`config.mk`:
```
export PLATFORM = sky130hd
export DESIGN_NAME = hssq_fifo
export DESIGN_NICKNAME = d
export VERILOG_FILES = /design/src/rtl/hssq_pkg.sv /design/src/rtl/hssq_fifo.sv
export SDC_FILE = /design/constraint.sdc
export NUM_CORES = 1
export LEC_CHECK = 0
export ABC_AREA = 0
export BUFFER_PORTS_ARGS = -buffer_cell sky130_fd_sc_hd__buf_2
export CORE_MARGIN = 2
export CORE_UTILIZATION = 30
export DETAILED_ROUTE_END_ITERATION = 10
export GPL_TIMING_DRIVEN = 0
export PLACE_DENSITY = 0.59
export SYNTH_ARGS = -nofsm -noshare
export SYNTH_HDL_FRONTEND = slang
export SYNTH_SLANG_ARGS = --single-unit
```
`constraint.sdc`:
```
create_clock -name clk -period 3.7 [get_ports clk]
set_clock_uncertainty 0.05 [all_clocks]
set_input_delay 0.185 -clock clk [delete_from_list [all_inputs] [get_ports clk]]
set_output_delay 0.185 -clock clk [all_outputs]
set_load 0.01 [all_outputs]
```
`src/rtl/hssq_pkg.sv`:
```
// Shared types and constants for the half swap sample queue.
// Depends on nothing; the other files in rtl, apart from hssq_ram, take its names by scope.
package hssq_pkg;

  localparam int DEPTH     = 1024;
  localparam int WORD_BITS = 32;
  localparam int PTR_BITS  = $clog2(DEPTH);

  localparam logic [PTR_BITS-1:0] HALF_STEP = PTR_BITS'(DEPTH / 2);
  localparam logic [PTR_BITS-1:0] PTR_ONE   = PTR_BITS'(1);

  localparam logic CMD_WRITE = 1'b0;
  localparam logic CMD_READ  = 1'b1;

  typedef enum logic [1:0] {
    OP_REFUSE,
    OP_WRITE,
    OP_READ
  } op_t;

  typedef struct packed {
    logic                 cmd;
    logic [WORD_BITS-1:0] write_data;
  } in_item_t;

  typedef struct packed {
    logic                 accepted;
    logic [WORD_BITS-1:0] read_data;
    logic [PTR_BITS-1:0]  write_pointer;
    logic [PTR_BITS-1:0]  read_pointer;
    logic [PTR_BITS-1:0]  write_limit;
    logic [PTR_BITS-1:0]  read_limit;
    logic                 can_write;
    logic                 can_read;
  } out_item_t;

  typedef struct packed {
    logic [PTR_BITS-1:0] wr_ptr;
    logic [PTR_BITS-1:0] rd_ptr;
    logic [PTR_BITS-1:0] wr_stop;
    logic [PTR_BITS-1:0] rd_stop;
    logic                fill_mode;
    logic                drain_mode;
  } ctrl_state_t;

  typedef struct packed {
    op_t                  op;
    logic [PTR_BITS-1:0]  addr;
    logic [WORD_BITS-1:0] data;
    out_item_t            res;
  } cmd_t;

  typedef struct packed {
    logic full;
    logic empty;
  } queue_status_t;

endpackage

```
`src/rtl/hssq_fifo.sv`:
```
// Short command queue between the front and back ends.
// Depends on hssq_pkg for the command type.
module hssq_fifo #(
  parameter int QUEUE_DEPTH = 4
) (
  input  logic                   clk,
  input  logic                   rst,
  input  logic                   push,
  input  hssq_pkg::cmd_t         push_data,
  input  logic                   pop,
  output hssq_pkg::cmd_t         head,
  output hssq_pkg::queue_status_t status
);

  localparam int IDX_W = $clog2(QUEUE_DEPTH);
  localparam int CNT_W = $clog2(QUEUE_DEPTH + 1);
  localparam logic [IDX_W-1:0] LAST_IDX = IDX_W'(QUEUE_DEPTH - 1);
  localparam logic [CNT_W-1:0] FULL_CNT = CNT_W'(QUEUE_DEPTH);

  hssq_pkg::cmd_t   slots [QUEUE_DEPTH];
  logic [IDX_W-1:0] wr_idx;
  logic [IDX_W-1:0] rd_idx;
  logic [CNT_W-1:0] count;

  assign head         = slots[rd_idx];
  assign status.full  = (count == FULL_CNT);
  assign status.empty = (count == '0);

  always_ff @(posedge clk) begin
    if (push) begin
      slots[wr_idx] <= push_data;
    end
  end

  always_ff @(posedge clk) begin
    if (rst) begin
      wr_idx <= '0;
      rd_idx <= '0;
      count  <= '0;
    end else begin
      if (push) begin
        wr_idx <= (wr_idx == LAST_IDX) ? '0 : wr_idx + IDX_W'(1);
      end
      if (pop) begin
        rd_idx <= (rd_idx == LAST_IDX) ? '0 : rd_idx + IDX_W'(1);
      end
      case ({push, pop})
        2'b10:   count <= count + CNT_W'(1);
        2'b01:   count <= count - CNT_W'(1);
        default: count <= count;
      endcase
    end
  end

endmodule

```
**Yosys cells after proc, flatten, opt, wreduce, memory -nomap -nowiden**

Memories as Yosys holds them, arrays and structs flattened. A register that Yosys moved wholly into a read port is not among the register bits.
Cells that the tools add are included.

- Add/sub/neg operators: 4
- Equal/unequal tests: 5
- Multiplexer cells: 7
- Reductions and logical operators: 2

Operators by type and width:

| operator | count |
|---|---|
| two-way mux 2 bit | 4 |
| equality test 2 bit, second input constant | 3 |
| one-hot mux 3 bit (2 select lines) | 1 |
| adder 2 x 1 -> 2 bit, second input constant | 2 |
| adder 3 x 1 -> 3 bit, second input constant | 1 |
| equality test 3 bit, second input constant | 1 |
| logical NOT 3 bit | 1 |
| subtractor 3 x 1 -> 3 bit, second input constant | 1 |
| equality test 2 x 1 -> 1 bit, second input constant | 1 |
| two-way mux 1 bit | 2 |
| nonzero test 2 bit | 1 |

- Register bits: 7
- Bits in writable memories: 476
- Bits of input ports: 123
- Output and inout port bits: 121
- Word-level logic and storage cells: 22
- Memories: 1

Memory list:

| name | depth | bits a word | read ports | clocked after memory_dff | write ports | line | source |
|---|---|---|---|---|---|---|---|
| slots | 4 | 119 | 1 | 1 | 1 | hssq_fifo.sv:20 | `hssq_pkg::cmd_t slots [QUEUE_DEPTH];` |

**Logic depth before layout (Yosys ltp)**

- Depth in word-level cells: 4
- Mapped depth: 7
- Mapped depth without buffers: 7

**Worst setup path after synthesis**

Ideal clock, no wire load.

- Kind: reg-to-reg
- From: register wr_idx[0]
- To: memory slots[3][0] (netlist bit) (enable)
- Library setup time: 491 ps
- Arrival time: 3282 ps
- Slack: -123 ps
- Cell stages (with the launch flop): 3
- Path buffers: 0
- Period minus slack after synthesis: 3823 ps
- Cell sequence: dfxtp_1 > ha_1 > and2_1

RTL lines:

| what | line | source |
|---|---|---|
| from (decl) | hssq_fifo.sv:21 | `logic [IDX_W-1:0] wr_idx;` |
| from (signal assigned) | hssq_fifo.sv:42 | `wr_idx <= (wr_idx == LAST_IDX) ? '0 : wr_idx + IDX_W'(1);` |
| to (decl) | hssq_fifo.sv:20 |  |

No word-level cell before the write port.

==> flow_summary.ini <==
[die]
row_count = 89
initial_utilization_pct = 30.2
die_w_um = 247
boundaryPins = 244
core_sq_um = 58700
die-area_sq_um = 61000
fp.dieH_um = 247

[drt]
drt_iter0_drc = 344
ant_nets = 0
wl_mm = 36.6
routedWlPerCell_um = 19.2
drc = 0
route.vias.total = 8420
vias_per_cell = 4.41
drt_pass1_iterations = 4

[yosys]
ys_warn_count = 0
synth-seq-cells = 485
yosys.area.top_type = edfxtp_1
ys_async_sr_fraction_pct = 0
synthCells = 669
syn_nets = 799
synth.area.top_cells = edfxtp_1 81%, mux4_2 15%, buf_12 1.1%, dfxtp_1 1.0%, ha_1 0.42%
synth.avg_cell_area_sq_um = 26.5
synth_ff_type = edfxtp_1
synth_top_area_share_pct = 80.7
yosysSeqAreaShare_pct = 81.7
ys_types = 20
synth.cell_area_sq_um = 17700
synth_edf_count = 476

[power_and_ir_drop]
powerDensity_nw_per_um2 = 550
p_total_w = 0.0127
p_leak_nw = 7.80
vdd_ir_drop_max_uv = 352

[critical_path]
critPathBufInv = 3
start_kind = flop
cp.required_ps = 3460
cp_max_fo = 10
crit_slowest_cell = clkbuf_1
crit_arrival_ps = 2690
cp_top_family = buffers and inverters
endpoint_kind = output port
cp_cell_sequence = clkbuf_1 -> buf_2 -> mux4_2 -> buf_2
critPathKind = flop to output port
slowest_delay_ps = 750
crit_top_cell = buf_2

[min_path]
min_path_type = input pin to flop

[placed_design]
portBuffers = 243
place.gp.congestion = 0.680
hpwl_mm = 22.1

[clocking]
ctsHoldBuffers = 122
post_cts_buffers = 0
numClockSinks = 485
cts_htree_levels = 2
cts_tree = done
path_clk_slew_ps = 60
insertion_delay_ps = 580
cts.repair.resized = 0
ctsRootBufferMaster = clkbuf_16
cts_buffers = 51
cts_buffer_depth = 3

[timing]
fin_crit_sh_pct = 79.2
drv_slew = 0
setup-violations-final = 0
fmax_mhz = 341
post-route-min-period_ps = 2930
worstMarginPinSlew_ps = 1010
hold_viol = 0
whs_ps = 298
slew_headroom_pct = 32.7
rsz0062_at_grt = false

[flow_run]
maxCapViolations = 0

[grt]
grt_pass1_vias = 9262
antenna_found_initial = 4
overflow = 0
grt_pass1_wl_mm = 54.6
grt_max_degree = 52
grtUsageTotal_pct = 12.0

[status]
outcome = finished, final reports clean

[cells_and_area]
drive_above_1_share_pct = 41.4
layout_common_cells = 476 x edfxtp_1, 255 x buf_2, 122 x dlygate4sd3_1, 119 x mux4_2, 52 x clkbuf_16
final_common_cell = edfxtp_1
nets = 1225
area_delta_synth_final_pct = 30.3
## where the power goes
part | internal [W] | leakage [nW] | switching [W]
clock | 0.00320 | 0.833 | 0.00204
combinational | 0.000564 | 2.52 | 0.000583
sequential | 0.00627 | 4.45 | 0.0000452
total | 0.0100 | 7.80 | 0.00267
## area by class of cell
cell class	instances	area, sq um
Tap cell	773	967
Fill cell	5254	35600
Clock inverter	30	389
Buffer	26	298
Antenna cell	1	2.50
Timing Repair Buffer	373	2660
Multi-Input combinational cell	151	2930
Clock buffer	62	1340
Inverter	7	26.3
Sequential cell	485	14500
## logic make-up after synthesis
group	share of synthesized area, %
buffers and inverters	1.83
adder cells (fa/ha/maj)	0.537
AND/OR/NAND/NOR	0.473
flip-flops	81.7
multiplexers	15.2
AO/OA/AOI/OAI	0.141
XOR/XNOR	0.0989
## synth_stat cells, types with 3 or more instances
library cell / number
buf_6: 3
buf_12: 10
edfxtp_1: 476
dfxtp_1: 9
ha_1: 6
and2_1: 4
inv_1: 7
a21oi_1: 4
mux4_2: 119
nor2_1: 7
buf_2: 12
## registers in the layout, summed over array words and instances, names as in the netlist, named ones only
name,flops
slots,476
rd_idx,2
count,3
wr_idx,2
## stage by stage
stage               instances  setup WS, ps  setup TNS, ps  util (%)  instance area [sq um]
global route             1908           538              0      39.3                  23100
global placement         1685          -264        -108740      33.9                  19900
detailed placement       1693          1190              0      34.3                  20100
floorplan                 669          1190              0         -                  17700
CTS                      1907           526              0      39.3                  23100
finish                   1908           771              0      39.3                  23100
## final timing paths
check | startpoint | end | slack (ps) | depth (start not counted)
worst max-delay path | flop | head[4] | 770 | 4
worst min-delay path | push_data[38] | slots[1][38] | 300 | 2
worst max register to register | wr_idx[0] | slots[3][83] | 1470 | 4
worst min register to register | count[2] | count[2] | 470 | 2
## layer usage
layer	vias up	track usage [%]	wire, um
met5	-	0	27
met4	4	3.84	969
met3	67	3.55	2190
met2	197	19.9	18000
met1	4393	15.1	15500
li1	3759	-	-
## worst reg2reg max path, stage by stage, from the launching register on
cell and delay, ps:
dfxtp_1 400, ha_1 210, and2_4 580, buf_16 320
buf_16 300
No activity file was read; power rests on OpenSTA's default activity.
