==> src/rtl/hssq_pkg.sv <==
// Shared types and constants for the half swap sample queue.
// Depends on nothing; the other files in rtl, apart from hssq_ram, take its names by scope.
package hssq_pkg;

  localparam int DEPTH     = 1024;
  localparam int WORD_BITS = 32;
  localparam int PTR_BITS  = $clog2(DEPTH);

  localparam logic [PTR_BITS-1:0] HALF_STEP = PTR_BITS'(DEPTH / 2);
  localparam logic [PTR_BITS-1:0] PTR_ONE   = PTR_BITS'(1);

  localparam logic CMD_WRITE = 1'b0;
  localparam logic CMD_READ  = 1'b1;

  typedef enum logic [1:0] {
    OP_REFUSE,
    OP_WRITE,
    OP_READ
  } op_t;

  typedef struct packed {
    logic                 cmd;
    logic [WORD_BITS-1:0] write_data;
  } in_item_t;

  typedef struct packed {
    logic                 accepted;
    logic [WORD_BITS-1:0] read_data;
    logic [PTR_BITS-1:0]  write_pointer;
    logic [PTR_BITS-1:0]  read_pointer;
    logic [PTR_BITS-1:0]  write_limit;
    logic [PTR_BITS-1:0]  read_limit;
    logic                 can_write;
    logic                 can_read;
  } out_item_t;

  typedef struct packed {
    logic [PTR_BITS-1:0] wr_ptr;
    logic [PTR_BITS-1:0] rd_ptr;
    logic [PTR_BITS-1:0] wr_stop;
    logic [PTR_BITS-1:0] rd_stop;
    logic                fill_mode;
    logic                drain_mode;
  } ctrl_state_t;

  typedef struct packed {
    op_t                  op;
    logic [PTR_BITS-1:0]  addr;
    logic [WORD_BITS-1:0] data;
    out_item_t            res;
  } cmd_t;

  typedef struct packed {
    logic full;
    logic empty;
  } queue_status_t;

endpackage

==> src/rtl/hssq_front.sv <==
// Front end: holds pointers, stops and modes, classifies each item.
// Depends on hssq_pkg; feeds one command per taken item, refused ones included, to the queue.
module hssq_front (
  input  logic              clk,
  input  logic              rst,
  input  logic              take,
  input  hssq_pkg::in_item_t item,
  output hssq_pkg::cmd_t    entry
);

  hssq_pkg::ctrl_state_t st;
  hssq_pkg::ctrl_state_t st_next;
  hssq_pkg::op_t         op;
  logic [hssq_pkg::PTR_BITS-1:0] wp1;
  logic [hssq_pkg::PTR_BITS-1:0] rp1;

  assign wp1 = st.wr_ptr + hssq_pkg::PTR_ONE;
  assign rp1 = st.rd_ptr + hssq_pkg::PTR_ONE;

  always_comb begin
    st_next = st;
    op      = hssq_pkg::OP_REFUSE;
    case (item.cmd)
      hssq_pkg::CMD_WRITE: begin
        if (st.fill_mode) begin
          op             = hssq_pkg::OP_WRITE;
          st_next.wr_ptr = wp1;
          if (wp1 == st.wr_stop) begin
            st_next.wr_stop    = wp1 + hssq_pkg::HALF_STEP;
            st_next.fill_mode  = 1'b0;
            st_next.drain_mode = 1'b1;
          end
        end
      end
      hssq_pkg::CMD_READ: begin
        if (st.drain_mode) begin
          op             = hssq_pkg::OP_READ;
          st_next.rd_ptr = rp1;
          if (rp1 == st.rd_stop) begin
            st_next.rd_stop    = st.rd_stop + hssq_pkg::HALF_STEP;
            st_next.rd_ptr     = st.rd_stop + hssq_pkg::HALF_STEP;
            st_next.fill_mode  = 1'b1;
            st_next.drain_mode = 1'b0;
          end
          if (st_next.rd_ptr == st.wr_ptr) begin
            st_next.fill_mode  = 1'b1;
            st_next.drain_mode = 1'b0;
          end
        end
      end
      default: begin
        op = hssq_pkg::OP_REFUSE;
      end
    endcase
  end

  always_comb begin
    entry                   = '0;
    entry.op                = op;
    entry.addr              = (op == hssq_pkg::OP_WRITE) ? st.wr_ptr : st.rd_ptr;
    entry.data              = item.write_data;
    entry.res.accepted      = (op != hssq_pkg::OP_REFUSE);
    entry.res.read_data     = '0;
    entry.res.write_pointer = st_next.wr_ptr;
    entry.res.read_pointer  = st_next.rd_ptr;
    entry.res.write_limit   = st_next.wr_stop;
    entry.res.read_limit    = st_next.rd_stop;
    entry.res.can_write     = st_next.fill_mode;
    entry.res.can_read      = st_next.drain_mode;
  end

  always_ff @(posedge clk) begin
    if (rst) begin
      st.wr_ptr     <= '0;
      st.rd_ptr     <= '0;
      st.wr_stop    <= '0;
      st.rd_stop    <= '0;
      st.fill_mode  <= 1'b1;
      st.drain_mode <= 1'b0;
    end else if (take) begin
      st <= st_next;
    end
  end

endmodule

==> config.mk <==
export PLATFORM = sky130hd
export DESIGN_NAME = hssq_front
export DESIGN_NICKNAME = d
export VERILOG_FILES = /design/src/rtl/hssq_pkg.sv /design/src/rtl/hssq_front.sv
export SDC_FILE = /design/constraint.sdc
export NUM_CORES = 1
export LEC_CHECK = 0
export BUFFER_PORTS_ARGS = -buffer_cell sky130_fd_sc_hd__buf_4
export CORE_MARGIN = 1
export CORE_UTILIZATION = 50
export CTS_CLUSTER_SIZE = 10
export DETAILED_ROUTE_END_ITERATION = 8
export GPL_ROUTABILITY_DRIVEN = 0
export PLACE_DENSITY = 0.91
export RECOVER_POWER = 50
export SLEW_MARGIN = 20
export SYNTH_ARGS = -nofsm -noshare
export SYNTH_HDL_FRONTEND = slang
export SYNTH_SLANG_ARGS = --single-unit
==> constraint.sdc <==
create_clock -name clk -period 4.09 [get_ports clk]
set_clock_uncertainty 0.1 [all_clocks]
set_input_delay 0.409 -clock clk [delete_from_list [all_inputs] [get_ports clk]]
set_output_delay 0.409 -clock clk [all_outputs]
set_load 0.1 [all_outputs]
# After elaboration in Yosys (flattened, before gate mapping)
# Index checks and enable logic that the tools add are counted.
# word_totals
reg_bits	42
inputBits	36
output_inout_bits	119
wordCells	37
# classes
add_sub_neg	4
n_eq_ne	4
mux	21
bitwise	1
reduce_logical	1
# ops
operator	n
$mux W10	12
$eq A10 B10 Y1	3
$mux W12	2
$add A10 B1 Y10 const B	2
$add A10 B10 Y10 const B	2
$mux W2	4
$pmux W2 S2	2
$eq A2 B1 Y1 const B	1
$reduce_bool A2 Y1	1
$mux W1	1
$not A1 Y1	1

# Longest topological paths before layout
# depth
depth_word	9
mapped_depth	8
depth_no_buf	8

# Worst setup path after synthesis
# Ideal clock, no wire load.
# synth_timing
kind	flip-flop to output port
from	register st[23] in the netlist's numbering
to	output port entry[23] in the netlist's numbering
arrival_time_ns	3.400
required_time_ns	3.581
slack_ns	0.181
path_stages_with_launch	8
path_buffers	1
cell_sequence	dfxtp_1 buf_6 and4_4 nor3b_4 xnor3_1 nand2_2 nand2_1 o21ai_0
# synth_lines
element	line_no	rtl
start: declaration	hssq_front.sv:11	hssq_pkg::ctrl_state_t st;
start signal: assignment	hssq_front.sv:81	st <= st_next;
end: declaration	hssq_front.sv:8	output hssq_pkg::cmd_t entry

==> reports/metrics.csv <==
stage;metric;value;unit
synth;ys_warn_count;0;
pwr;p_comb_frac;0.348;
clocking;cts_buffer_depth;2;
timing;rsz0062_at_grt;false;
synth;synthArstFlopShare;0;
drt;wl_per_cell;14.1;µm
layout;antennaDiodeCount;0;
drt;wl_met2;3240;µm
critical_path;reg2reg_from;st[22];
floorplanning;coreArea;0.00589;mm²
timing;timing.slew.headroom;-0.0690;
layout;drive_above_1_share;0.147;
pwr;p_leak;1.34;nW
flow_run;drv_cap;1;
synth;synth_seq_cells;33;
clocking;clkTransAtPathRegs;70;ps
placed_design;port_buffers;49;
drt;drt-met1-wl;2580;µm
floorplanning;top_level_ports;155;
drt;dr_wl_met3;521;µm
layout;finish.instance_area;0.00297;mm²
synth;synth.largest_area_cell;dfxtp_1;
global_route;grt_pass1_vias;2365;
critical_path;critPathRequiredTime;3580;ps
layout;seqCellArea;661;µm²
timing;hold_violations;0;
critical_path;arrival;2940;ps
clocking;cts.hold.buffers_added;0;
synth;synthFlopType;dfxtp_1;
critical_path;critPathMaxFanout;12;
critical_path;crit_type;flip-flop to output pin;
placed_design;placedCellCount;462;
synth;syn_avg_cell_area;7.47;µm²
pwr;power_frac_clock;0.274;
drt;drtIter0Drc;341;
global_route;antenna_found_initial;0;
global_route;grt_max_degree;34;
pwr;total_power;0.000880;W
clocking;numCtsBuffers;5;
synth;synth.top_cell.area_share;0.218;
timing;period_share;0.844;
drt;wl;6610;µm
floorplanning;dieHeight;79.9;µm
drt;top_layer_used;met4;
floorplanning;die_area;0.00638;mm²
synth;ys_types;54;
global_route;global_route.overflow_total;0;
pwr;p_switching;0.000402;W
critical_path;end_kind;output pin;
global_route;grt_pass1_wl;10800;µm
pwr;worst_ir_drop_vdd;193;µV
clocking;cts_sinks;33;
pwr;switching_share;0.456;
outcome;status;complete, but fails checks;
pwr;pwr-share-seq;0.378;
synth;synthCells;406;
placed_design;placed_cell_area;0.00293;mm²
synth;syn-cell-area;0.00303;mm²
timing;finalSetupViolCount;0;
synth;synth_edf_count;0;
drt;route.detailed.drc;0;
layout;reg_top3;st (33);
drt;drtPass1Iterations;5;
clocking;tritoncts;built;
clocking;clkLatencyLatePin;300;ps
drt;viasPerCell;5.36;
layout;area_growth;-2.19;%
drt;ant_nets;0;
synth;synthTopCellsByArea;dfxtp_1 (22%), buf_4 (20%), nand2_1 (7.9%);
floorplanning;die_w;79.9;µm
layout;nFillCells;568;
timing;worstMarginPinSlew;1600;ps
clocking;cts-root-buf;clkbuf_8;
layout;post-route-util;0.504;
outcome;violations;capacitance limit, slew limit;
placed_design;dp.final_hpwl;4850;µm
floorplanning;std_cell_rows;28;
timing;fin_crit;3450;ps
layout;largest_reg_flops;33;
clocking;post_cts_buffers;0;
clocking;htree_levels;2;
floorplanning;initial_core_util;0.515;
layout;multiInputGateArea;0.00178;mm²
global_route;grtUsageTotal;0.217;
clocking;ctsResizeCount;0;
min_path;hold_path_startpoint;take;
min_path;min_path_type;primary input to flip-flop;
critical_path;startpoint_type;flip-flop;
timing;slew_violations;34;
timing;fmax;290;MHz
layout;fin_nets;432;
layout;top_register;st;
timing;setup_tns;0;ps
synth;yosysSeqAreaShare;0.218;
critical_path;startpoint;st[22];
pwr;powerDensity;297;mW/mm²
drt;vias;2519;
pwr;p_int;0.000479;W
layout;finalNonFillerCells;470;
-- path summary, 6_finish.rpt --
path / end / slack [ps] / depth (start not counted)
min reg2reg: st[18] / 400 / 1
max reg2reg: st[31] / 1400 / 8
min: st[0] / 380 / 2
max: entry[31] / 640 / 7
-- power by group through the flow --
| stage | Combinational [W] | Sequential [W] | Clock (W) |
|---|---|---|---|
| floorplan | 0.000460 | 0.000335 | 0 |
| global placement | 0.000304 | 0.000339 | 0 |
| detailed placement | 0.000306 | 0.000340 | 0 |
| CTS | 0.000306 | 0.000333 | 0.000240 |
| global route | 0.000317 | 0.000333 | 0.000256 |
| finish | 0.000306 | 0.000333 | 0.000241 |
-- routing by layer --
| layer | up-vias | global-route usage |
|---|---|---|
| li1 | 1167 | - |
| met1 | 1159 | 0.247 |
| met2 | 165 | 0.368 |
| met3 | 28 | 0.0423 |
| met4 | 0 | 0.138 |
| met5 | - | 0 |
-- worst max-delay path, cell delays in order, from the launching register on --
cell	delay (ps)
dfxtp_1	560
ha_1	330
nand3_1	240
a211o_1	350
a211oi_2	330
mux2_2	390
o21ai_2	130
buf_4	310
-- cells by family (layout without fill, tap and decap cells) --
kind of cell	Yosys count	in the layout	share of synthesized area
compound gates	39	39	0.0941
xor+xnor	53	53	0.163
fa+ha+maj	2	2	0.00825
buf+inv	113	62	0.244
flops	33	33	0.218
mux	6	6	0.0223
other cells	1	41	0.00124
simple gates	159	159	0.250
-- layout make-up --
cell class | instances | share of cell area
repair buffers | 50 | 0.113
multi-input cells | 300 | 0.601
inverters | 4 | 0.00506
clock buffers | 8 | 0.0270
well taps | 75 | 0.0316
flip-flops and latches | 33 | 0.223
-- cell usage after synthesis (all sizes together), types with 9 or more instances --
cell type / number
clkbuf: 19
nor2b: 9
nand3: 12
nand2: 65
buf: 90
dfxtp: 33
nor3: 12
xor2: 24
o21ai: 11
xnor2: 27
a21oi: 9
nor2: 34
-- cell usage in the layout, fill, tap and decap left out, drive strengths merged, types with 2 or more instances in the layout --
| cell | instances |
|---|---|
| buf | 39 |
| nand2 | 65 |
| ha | 2 |
| nor2 | 34 |
| and4 | 2 |
| a2111oi | 2 |
| inv | 4 |
| nand4 | 3 |
| and3 | 3 |
| mux2 | 3 |
| mux2i | 3 |
| a31oi | 3 |
| clkbuf | 19 |
| xor2 | 24 |
| a21o | 2 |
| a211o | 2 |
| nand3 | 12 |
| dfxtp | 33 |
| o211ai | 3 |
| a211oi | 2 |
| nor2b | 9 |
| xnor2 | 27 |
| nand2b | 7 |
| o21ai | 11 |
| a21oi | 9 |
| or3 | 8 |
| and2 | 2 |
| conb | 41 |
| nor3 | 12 |
-- per-stage QoR --
step | hold WS, ps | worst slack, ps
6_report | 380 | 639
5_1_grt | 385 | 497
4_1_cts | 372 | 668
3_5_place_dp | 388 | 1010
3_3_place_gp | 385 | 1070
2_1_floorplan | 363 | 181
Note: power is estimated with default switching activity, not from simulation.
